===== src/rtl/bcs_pkg.sv =====
// Shared types and constants for the barometer compensation and smoothing block.
// Used by bcs_ctrl, bcs_datapath, the top level and the checker; no dependencies.
package bcs_pkg;

  localparam int CAL_W      = 16;
  localparam int RAW_W      = 24;
  localparam int TEMP_OUT_W = 15;
  localparam int PRES_W     = 17;
  localparam int IDX_W      = 3;

  localparam int DT_W    = 25;
  localparam int TEMPI_W = 19;
  localparam int OFF_W   = 40;
  localparam int SENS_W  = 40;
  localparam int SQ_W    = 35;
  localparam int SQX_W   = 38;
  localparam int PACC_W  = 64;
  localparam int PCALC_W = 48;
  localparam int MUL_W   = 26;
  localparam int PROD_W  = 2 * MUL_W;
  localparam int GAIN_W  = 17;
  localparam int SENS_LO_W = 20;

  localparam int TEMP_REF  = 2000;
  localparam int TEMP_VLOW = -1500;
  localparam int TEMP_MIN  = -4000;
  localparam int TEMP_MAX  = 8500;
  localparam int PRES_MIN  = 1000;
  localparam int PRES_MAX  = 120000;

  localparam logic [CAL_W-1:0] GAIN_RESET = 16'd31789;

  typedef enum logic [IDX_W-1:0] {
    CFG_CAL_SENS,
    CFG_CAL_OFFSET,
    CFG_CAL_SENS_TEMPCO,
    CFG_CAL_OFFSET_TEMPCO,
    CFG_CAL_REF_TEMP,
    CFG_CAL_TEMP_COEF,
    CFG_FILTER_GAIN
  } cfg_idx_t;

  typedef struct packed {
    logic [CAL_W-1:0] cal_sens;
    logic [CAL_W-1:0] cal_offset;
    logic [CAL_W-1:0] cal_sens_tempco;
    logic [CAL_W-1:0] cal_offset_tempco;
    logic [CAL_W-1:0] cal_ref_temp;
    logic [CAL_W-1:0] cal_temp_coef;
    logic [CAL_W-1:0] filter_gain;
  } cfg_t;

  typedef enum logic [3:0] {
    ST_IDLE,
    ST_TEMP_MUL,
    ST_OFF_MUL,
    ST_SENS_MUL,
    ST_SQ1_MUL,
    ST_SQ2_MUL,
    ST_CORR2,
    ST_PLO_MUL,
    ST_PHI_MUL,
    ST_PSUM,
    ST_PCALC,
    ST_FILT,
    ST_FLO_MUL,
    ST_FHI_MUL,
    ST_FSUM,
    ST_DONE
  } step_t;

  typedef struct packed {
    step_t step;
    logic  load_in;
    logic  load_out;
    logic  first;
  } cmd_t;

endpackage


===== src/rtl/bcs_ctrl.sv =====
// Sequencer for the compensation datapath: steps one beat through the shared
// multiplier schedule and owns the output valid flag. Depends on bcs_pkg.
module bcs_ctrl (
  input  logic         clk,
  input  logic         rst_n,
  input  logic         in_valid,
  output logic         in_ready,
  output logic         out_valid,
  input  logic         out_ready,
  output bcs_pkg::cmd_t cmd
);
  import bcs_pkg::*;

  step_t state_r, state_nxt;
  logic  out_valid_r, out_valid_nxt;
  logic  first_r, first_nxt;

  always_ff @(posedge clk) begin
    if (!rst_n) begin
      state_r     <= ST_IDLE;
      out_valid_r <= 1'b0;
      first_r     <= 1'b1;
    end else begin
      state_r     <= state_nxt;
      out_valid_r <= out_valid_nxt;
      first_r     <= first_nxt;
    end
  end

  always_comb begin
    state_nxt     = state_r;
    out_valid_nxt = out_valid_r & ~out_ready;
    first_nxt     = first_r;
    cmd.step      = state_r;
    cmd.load_in   = 1'b0;
    cmd.load_out  = 1'b0;
    cmd.first     = first_r;
    case (state_r)
      ST_IDLE: begin
        if (in_valid) begin
          cmd.load_in = 1'b1;
          state_nxt   = ST_TEMP_MUL;
        end
      end
      ST_TEMP_MUL, ST_OFF_MUL, ST_SENS_MUL, ST_SQ1_MUL, ST_SQ2_MUL, ST_CORR2,
      ST_PLO_MUL, ST_PHI_MUL, ST_PSUM, ST_PCALC, ST_FILT, ST_FLO_MUL,
      ST_FHI_MUL: begin
        state_nxt = step_t'(state_r + 4'd1);
      end
      ST_FSUM: begin
        first_nxt = 1'b0;
        state_nxt = ST_DONE;
      end
      ST_DONE: begin
        if (!out_valid_r || out_ready) begin
          cmd.load_out  = 1'b1;
          out_valid_nxt = 1'b1;
          state_nxt     = ST_IDLE;
        end
      end
      default: state_nxt = ST_IDLE;
    endcase
  end

  assign in_ready  = (state_r == ST_IDLE);
  assign out_valid = out_valid_r;

endmodule


===== src/rtl/bcs_datapath.sv =====
// Compensation and filter datapath around one shared registered 26x26 multiplier.
// Driven step by step by bcs_ctrl commands. Depends on bcs_pkg.
module bcs_datapath #(
  parameter int GAIN_FRAC_BITS = 16
) (
  input  logic                                clk,
  input  bcs_pkg::cfg_t                       cfg,
  input  bcs_pkg::cmd_t                       cmd,
  input  logic [bcs_pkg::RAW_W-1:0]           raw_pressure,
  input  logic [bcs_pkg::RAW_W-1:0]           raw_temperature,
  output logic signed [bcs_pkg::TEMP_OUT_W-1:0] temp_centideg,
  output logic [bcs_pkg::PRES_W-1:0]          pressure_centimbar,
  output logic [bcs_pkg::PRES_W-1:0]          pressure_smoothed
);
  import bcs_pkg::*;

  localparam int F     = GAIN_FRAC_BITS;
  localparam int ACC_W = F + PRES_W + 1;
  localparam logic [31:0] UNITY = 32'd1 << F;

  logic        [RAW_W-1:0]      d1_r;
  logic signed [DT_W-1:0]       dt_r;
  logic signed [TEMPI_W-1:0]    temp_r;
  logic signed [OFF_W-1:0]      off_r;
  logic signed [SENS_W-1:0]     sens_r;
  logic signed [PACC_W-1:0]     pacc_r;
  logic        [PRES_W-1:0]     p_r;
  logic signed [TEMP_OUT_W-1:0] temp_c_r;
  logic signed [ACC_W-1:0]      diff_r;
  logic signed [ACC_W-1:0]      acc_r;
  logic        [PRES_W-1:0]     part_r;
  logic signed [PROD_W-1:0]     prod_r;
  logic signed [TEMP_OUT_W-1:0] temp_out_r;
  logic        [PRES_W-1:0]     pres_out_r;
  logic        [PRES_W-1:0]     smooth_out_r;

  logic signed [MUL_W-1:0]   mul_a, mul_b;
  logic signed [TEMPI_W-1:0] tmd, tpl;
  logic        [GAIN_W-1:0]  gain;
  logic        [SQ_W-1:0]    sq;
  logic        [SQX_W-1:0]   sq5, sq7, sq11;
  logic signed [PCALC_W-1:0] pdiff, ppre;
  logic signed [ACC_W-1:0]   target;

  always_comb begin
    tmd    = temp_r - TEMPI_W'(TEMP_REF);
    tpl    = temp_r - TEMPI_W'(TEMP_VLOW);
    gain   = (32'(cfg.filter_gain) > UNITY) ? UNITY[GAIN_W-1:0] : GAIN_W'(cfg.filter_gain);
    sq     = prod_r[SQ_W-1:0];
    sq5    = (SQX_W'(sq) << 2) + SQX_W'(sq);
    sq7    = (SQX_W'(sq) << 3) - SQX_W'(sq);
    sq11   = (SQX_W'(sq) << 3) + (SQX_W'(sq) << 1) + SQX_W'(sq);
    pdiff  = PCALC_W'(pacc_r >>> 21) - PCALC_W'(off_r);
    ppre   = pdiff >>> 15;
    target = $signed({1'b0, p_r, {F{1'b0}}});
  end

  always_comb begin
    mul_a = '0;
    mul_b = '0;
    case (cmd.step)
      ST_TEMP_MUL: begin
        mul_a = MUL_W'(dt_r);
        mul_b = MUL_W'($signed({1'b0, cfg.cal_temp_coef}));
      end
      ST_OFF_MUL: begin
        mul_a = MUL_W'($signed({1'b0, cfg.cal_offset_tempco}));
        mul_b = MUL_W'(dt_r);
      end
      ST_SENS_MUL: begin
        mul_a = MUL_W'($signed({1'b0, cfg.cal_sens_tempco}));
        mul_b = MUL_W'(dt_r);
      end
      ST_SQ1_MUL: begin
        mul_a = MUL_W'(tmd);
        mul_b = MUL_W'(tmd);
      end
      ST_SQ2_MUL: begin
        mul_a = MUL_W'(tpl);
        mul_b = MUL_W'(tpl);
      end
      ST_PLO_MUL: begin
        mul_a = MUL_W'($signed({1'b0, d1_r}));
        mul_b = MUL_W'($signed({1'b0, sens_r[SENS_LO_W-1:0]}));
      end
      ST_PHI_MUL: begin
        mul_a = MUL_W'($signed({1'b0, d1_r}));
        mul_b = MUL_W'($signed(sens_r[SENS_W-1:SENS_LO_W]));
      end
      ST_FLO_MUL: begin
        mul_a = MUL_W'($signed({1'b0, diff_r[F-1:0]}));
        mul_b = MUL_W'($signed({1'b0, gain}));
      end
      ST_FHI_MUL: begin
        mul_a = MUL_W'($signed(diff_r[ACC_W-1:F]));
        mul_b = MUL_W'($signed({1'b0, gain}));
      end
      default: begin
        mul_a = '0;
        mul_b = '0;
      end
    endcase
  end

  always_ff @(posedge clk) begin
    prod_r <= mul_a * mul_b;
  end

  always_ff @(posedge clk) begin
    if (cmd.load_in) begin
      d1_r <= raw_pressure;
      dt_r <= $signed({1'b0, raw_temperature}) - $signed({1'b0, cfg.cal_ref_temp, 8'h00});
    end
    case (cmd.step)
      ST_OFF_MUL: temp_r <= TEMPI_W'(prod_r >>> 23) + TEMPI_W'(TEMP_REF);
      ST_SENS_MUL: begin
        off_r <= OFF_W'($signed({1'b0, cfg.cal_offset, 16'h0000})) + OFF_W'(prod_r >>> 7);
      end
      ST_SQ1_MUL: begin
        sens_r <= SENS_W'($signed({1'b0, cfg.cal_sens, 15'h0000})) + SENS_W'(prod_r >>> 8);
      end
      ST_SQ2_MUL: begin
        if (temp_r < TEMP_REF) begin
          off_r  <= off_r - OFF_W'(sq5 >> 1);
          sens_r <= sens_r - SENS_W'(sq5 >> 2);
        end
      end
      ST_CORR2: begin
        if (temp_r < TEMP_VLOW) begin
          off_r  <= off_r - OFF_W'(sq7);
          sens_r <= sens_r - SENS_W'(sq11 >> 1);
        end
      end
      ST_PHI_MUL: pacc_r <= PACC_W'(prod_r);
      ST_PSUM:    pacc_r <= pacc_r + (PACC_W'(prod_r) << SENS_LO_W);
      ST_PCALC: begin
        if (ppre < PRES_MIN) begin
          p_r <= PRES_W'(PRES_MIN);
        end else if (ppre > PRES_MAX) begin
          p_r <= PRES_W'(PRES_MAX);
        end else begin
          p_r <= ppre[PRES_W-1:0];
        end
        if (temp_r < TEMP_MIN) begin
          temp_c_r <= TEMP_OUT_W'(TEMP_MIN);
        end else if (temp_r > TEMP_MAX) begin
          temp_c_r <= TEMP_OUT_W'(TEMP_MAX);
        end else begin
          temp_c_r <= temp_r[TEMP_OUT_W-1:0];
        end
      end
      ST_FILT:    diff_r <= target - acc_r;
      ST_FHI_MUL: part_r <= prod_r[F+PRES_W-1:F];
      ST_FSUM: begin
        if (cmd.first) begin
          acc_r <= target;
        end else begin
          acc_r <= acc_r + ACC_W'(prod_r) + ACC_W'(part_r);
        end
      end
      default: begin
      end
    endcase
    if (cmd.load_out) begin
      temp_out_r   <= temp_c_r;
      pres_out_r   <= p_r;
      smooth_out_r <= acc_r[F+PRES_W-1:F];
    end
  end

  assign temp_centideg      = temp_out_r;
  assign pressure_centimbar = pres_out_r;
  assign pressure_smoothed  = smooth_out_r;

endmodule


===== src/rtl/baro_compensate_and_smooth.sv =====
// Top level of the barometer compensation and smoothing block: calibration
// registers, sequencer and datapath. Depends on bcs_pkg, bcs_ctrl, bcs_datapath.
//
// Usage:
//   Input channel (in_valid/in_ready) carries one beat of raw pressure and raw
//   temperature conversions. Output channel (out_valid/out_ready) returns one
//   beat per input: clamped temperature (0.01 deg), clamped pressure and the
//   low-pass filtered pressure (0.01 mbar).
//   Configuration: cfg_we writes cfg_wdata to register cfg_index at the clock
//   edge; indexes above the filter gain are dropped. Write only while idle.
//   Result timing: out_valid is registered and rises once the beat has stepped
//   through ST_TEMP_MUL to ST_FSUM and ST_DONE finds the output free.
//   Input rate: a new input beat is taken only in ST_IDLE, after the last beat
//   has left ST_DONE; the schedule of nine products through one shared 26x26 registered multiplier sets this bound.
//   A finished result sits in the output register, so the next input beat is
//   taken while the receiver stalls; a second result then waits in the last
//   step until the output register is drained.
//   Reset (rst_n low, synchronous): calibration words clear, the gain returns
//   to its default, both channels go empty and the next sample loads the
//   filter directly.
module baro_compensate_and_smooth #(
  parameter int GAIN_FRAC_BITS = 16
) (
  input  logic                                   clk,
  input  logic                                   rst_n,
  input  logic                                   in_valid,
  output logic                                   in_ready,
  input  logic [bcs_pkg::RAW_W-1:0]              in_raw_pressure,
  input  logic [bcs_pkg::RAW_W-1:0]              in_raw_temperature,
  output logic                                   out_valid,
  input  logic                                   out_ready,
  output logic signed [bcs_pkg::TEMP_OUT_W-1:0]  out_temp_centideg,
  output logic [bcs_pkg::PRES_W-1:0]             out_pressure_centimbar,
  output logic [bcs_pkg::PRES_W-1:0]             out_pressure_smoothed,
  input  logic                                   cfg_we,
  input  logic [bcs_pkg::IDX_W-1:0]              cfg_index,
  input  logic [bcs_pkg::CAL_W-1:0]              cfg_wdata
);
  import bcs_pkg::*;

  cfg_t cfg_r;
  cmd_t cmd;

  always_ff @(posedge clk) begin
    if (!rst_n) begin
      cfg_r.cal_sens          <= '0;
      cfg_r.cal_offset        <= '0;
      cfg_r.cal_sens_tempco   <= '0;
      cfg_r.cal_offset_tempco <= '0;
      cfg_r.cal_ref_temp      <= '0;
      cfg_r.cal_temp_coef     <= '0;
      cfg_r.filter_gain       <= GAIN_RESET;
    end else if (cfg_we) begin
      case (cfg_idx_t'(cfg_index))
        CFG_CAL_SENS:          cfg_r.cal_sens          <= cfg_wdata;
        CFG_CAL_OFFSET:        cfg_r.cal_offset        <= cfg_wdata;
        CFG_CAL_SENS_TEMPCO:   cfg_r.cal_sens_tempco   <= cfg_wdata;
        CFG_CAL_OFFSET_TEMPCO: cfg_r.cal_offset_tempco <= cfg_wdata;
        CFG_CAL_REF_TEMP:      cfg_r.cal_ref_temp      <= cfg_wdata;
        CFG_CAL_TEMP_COEF:     cfg_r.cal_temp_coef     <= cfg_wdata;
        CFG_FILTER_GAIN:       cfg_r.filter_gain       <= cfg_wdata;
        default: begin
        end
      endcase
    end
  end

  bcs_ctrl u_ctrl (
    .clk       (clk),
    .rst_n     (rst_n),
    .in_valid  (in_valid),
    .in_ready  (in_ready),
    .out_valid (out_valid),
    .out_ready (out_ready),
    .cmd       (cmd)
  );

  bcs_datapath #(
    .GAIN_FRAC_BITS (GAIN_FRAC_BITS)
  ) u_dp (
    .clk                (clk),
    .cfg                (cfg_r),
    .cmd                (cmd),
    .raw_pressure       (in_raw_pressure),
    .raw_temperature    (in_raw_temperature),
    .temp_centideg      (out_temp_centideg),
    .pressure_centimbar (out_pressure_centimbar),
    .pressure_smoothed  (out_pressure_smoothed)
  );

endmodule


===== config.mk =====
export PLATFORM = sky130hd
export DESIGN_NAME = baro_compensate_and_smooth
export DESIGN_NICKNAME = d
export VERILOG_FILES = /design/src/rtl/bcs_pkg.sv /design/src/rtl/bcs_ctrl.sv /design/src/rtl/bcs_datapath.sv /design/src/rtl/baro_compensate_and_smooth.sv
export SDC_FILE = /design/constraint.sdc
export NUM_CORES = 2
export LEC_CHECK = 0
export BUFFER_PORTS_ARGS = -buffer_cell sky130_fd_sc_hd__buf_2
export CAP_MARGIN = 20
export CORE_ASPECT_RATIO = 0.9
export CORE_MARGIN = 2
export CORE_UTILIZATION = 60
export DETAILED_ROUTE_END_ITERATION = 10
export GPL_TIMING_DRIVEN = 0
export PLACE_DENSITY = 0.82
export SLEW_MARGIN = 10
export SYNTH_ARGS = -nofsm -noshare
export SYNTH_HDL_FRONTEND = slang
export SYNTH_SLANG_ARGS = --single-unit

===== constraint.sdc =====
create_clock -name clk -period 9.05 [get_ports clk]
set_clock_uncertainty 0.15 [all_clocks]
set_input_delay 1.3575 -clock clk [delete_from_list [all_inputs] [get_ports clk]]
set_output_delay 1.3575 -clock clk [all_outputs]
set_load 0.01 [all_outputs]

==> flow_summary_export.csv <==
group,metric,value,unit
clock_tree,clock-sinks,528,
yosys,synth_most_common_cell,"inv_1",
global_routing,grt_pass1_wl,347000,um
finish,nNetsFinal,8792,
finish,utilization,0.681,
critical_path,worstPathRequired,9.49,ns
yosys,synthAdderAreaFrac,0.341,
clock_tree,root_buffer,"clkbuf_16",
sta,grt_setup_unrepaired,"true",
job,cap_violations,0,
yosys,synth_ff_type,"edfxtp_1",
clock_tree,cts_buffers,58,
yosys,synthXorXnorAreaFrac,0.0522,
outcome,status,"finished with violations",
finish,multi_input_area,46400,um^2
critical_path,critical_path.startpoint,"u_ctrl.state_r[0]",
sta,hold_violations,0,
drt,wire_per_inst,27.0,um
critical_path,cp_max_fo,10,
sta,slew_violations,0,
critical_path,end_kind,"flip-flop",
placed_design,place_congestion,1.07,
finish,layout-drive-gt1-share,0.111,
outcome,violations,"negative setup slack",
sta,max_freq,101,MHz
clock_tree,clk_pin_slew,0.06,ns
drt,drc,0,
yosys,ys_seq_area_frac,0.222,
yosys,netlist_instances,7085,
global_routing,grt.total_usage,0.433,
clock_tree,clk_latency,0.74,ns
floorplan,num_io_pins,123,
global_routing,antenna_found_initial,17,
yosys,ys_warn_count,0,
floorplan,die_width,347,um
yosys,synth_top_area_share,0.236,
sta,finalSetupTns,-10.67,ns
finish,ff_latch_area,14200,um^2
drt,first_iter_violations,7733,
finish,area_growth,12.7,%
sta,finalCritPeriodShare,1.09,
yosys,synthArstFlopShare,0,
placed_design,hpwl,187000,um
drt,finalWirelength,240000,um
yosys,netlist_area,63700,um^2
yosys,syn_avg_cell_area,8.99,um^2
floorplan,fp-row-count,113,
clock_tree,cts_tree,"done",
yosys,yosysUniqueCellTypes,95,
yosys,ys_top_cells_by_area,"fa_1, edfxtp_1, ha_1",
yosys,synth_top_family_by_area,"adder cells",
critical_path,cpPeakStageDelay,0.79,ns
yosys,synth_mux_area_frac,0.00257,
drt,vias_per_cell,6.43,
clock_tree,htreeDepth,2,
sta,worst_slack,-0.855,ns
floorplan,fp.dieH,313,um
sta,tightest_slew,1.31,ns
floorplan,start_util,0.604,
yosys,synthSimpleGateAreaFrac,0.148,
sta,slew_headroom,0.126,
placed_design,port_buffers,121,
global_routing,grt-ovfl-total,0,
critical_path,path_common_cell,"fa_1",
critical_path,start_kind,"flip-flop",
drt,ant_nets,0,
min_path,hold_path.class,"reg -> reg",
sta,finalSetupViolations,21,
drt,firstDrtPassIters,9,
clock_tree,clk_path_buf_depth,3,
placed_design,preCtsSetupSlack,-2.59,ns
floorplan,core_area,105000,um^2
yosys,synthesis.nets,8442,
critical_path,r2r-start,"u_ctrl.state_r[0]",
min_path,min_from,"u_dp.temp_c_r[9]",
floorplan,die-area,109000,um^2
finish,fillers,8283,
sta,fin_crit,9.90,ns
drt,vias,57020,
global_routing,grt_max_degree,50,
yosys,synth-compound-area-share,0.163,
critical_path,crit_slowest_cell,"a222oi_1",
yosys,synth_edf_count,358,
global_routing,grt_pass1_vias,55150,
yosys,synth-seq-cells,528,
yosys,yosysTopAreaCell,"fa_1",
critical_path,critPathKind,"reg -> reg",
critical_path,worstPathArrival,10.35,ns
yosys,synthTopCellsByCount,"inv_1, nand2_1, fa_1",
stage by stage:
step	area (um^2)	std cells	hold WS, ns
3_3_place_gp	66200	8586	0.253
3_5_place_dp	66600	8605	0.255
4_1_cts	70900	8814	0.269
6_report	71800	8870	0.269
5_1_grt	71800	8864	0.278
2_1_floorplan	63900	7085	0.250
layout by cell type, fill, tap and decap left out, types with 58 or more instances in the layout:
cell       netlist  layout
a21boi_0       122     121
a21o_1         203     199
a21oi_1        403     377
and3_1          75      58
buf_2            4     129
buf_4            1     165
clkbuf_1       246     122
clkbuf_16        0      68
dfxtp_1        170     155
edfxtp_1       358     358
fa_1           752     741
ha_1           533     506
inv_1          934     910
nand2_1        920     901
nand2b_1        75      74
nand3_1        127     106
nor2_1         563     553
nor2b_1         62      60
nor3_1          65      64
o21ai_0        292     279
xnor2_1        246     242
xor2_1         134     133
critical path, delay by kind of cell (launching register included):
kind	cells	cell delay, ns
DFF	1	0.38
xor gates and xnor gates	1	0.14
adders and majority gates	9	3.76
and+or+nand+nor	3	0.65
AOI/OAI and AO/OA	11	3.64
buffers and inverters	7	1.02
logic make-up (layout without fill, tap and decap cells):
family	after synthesis	count (layout)
flip-flops	528	528
other	0	6
buffers and inverters	1197	1596
XOR/XNOR	380	380
AND/OR/NAND/NOR	2119	2119
adder cells (fa/ha/maj)	1285	1285
multiplexers	16	16
AO/OA/AOI/OAI	1560	1560
final timing paths:
kind	endpoint	slack [ns]	cells past startpoint
max	u_dp.prod_r[46]	-0.85	31
min	u_dp.temp_centideg[9]	0.27	0
max reg2reg	u_dp.prod_r[46]	-0.85	31
min reg2reg	u_dp.temp_centideg[9]	0.27	0
sequential cells by signal (all words and copies together), names as in the netlist, 17 cells and up:
name,flops
cfg_r,112
u_dp.prod_r,52
u_dp.pacc_r,44
u_dp.off_r,40
u_dp.sens_r,40
u_dp.acc_r,34
u_dp.diff_r,34
u_dp.dt_r,25
u_dp.d1_r,24
u_dp.temp_r,19
u_dp.p_r,17
u_dp.part_r,17
u_dp.pressure_centimbar,17
u_dp.pressure_smoothed,17
final cells by class:
cell class                      count  share of cell area
Timing Repair Buffer              322              0.0352
Antenna cell                        6            0.000209
Clock inverter                     39             0.00770
Multi-Input combinational cell   5360               0.646
Tap cell                         1380              0.0240
Inverter                          935              0.0490
Sequential cell                   528               0.197
Clock buffer                       70              0.0223
Buffer                            230              0.0185
layer usage:
metal | share of wire | vias to the layer above | wire length (um) | track usage
li1 | - | 24637 | - | -
met1 | 0.37 | 27594 | 89000 | 0.572
met2 | 0.40 | 3972 | 94700 | 0.596
met3 | 0.17 | 805 | 40700 | 0.194
met4 | 0.064 | 12 | 15400 | 0.228
met5 | 0.00041 | - | 98 | 0
repair_timing:
item / 4_1_cts / 5_1_grt
gates cloned: 1 / 0
hold buffers: 0 / 0
pin swaps: 82 / 72
setup endpoints to repair: 37 / 28
setup buffers: 126 / 53
gates resized for setup: 330 / 143
Power is left out: the tool's default activity adds up to more than one toggle a clock period on the data nets, which glitch-free logic cannot reach.
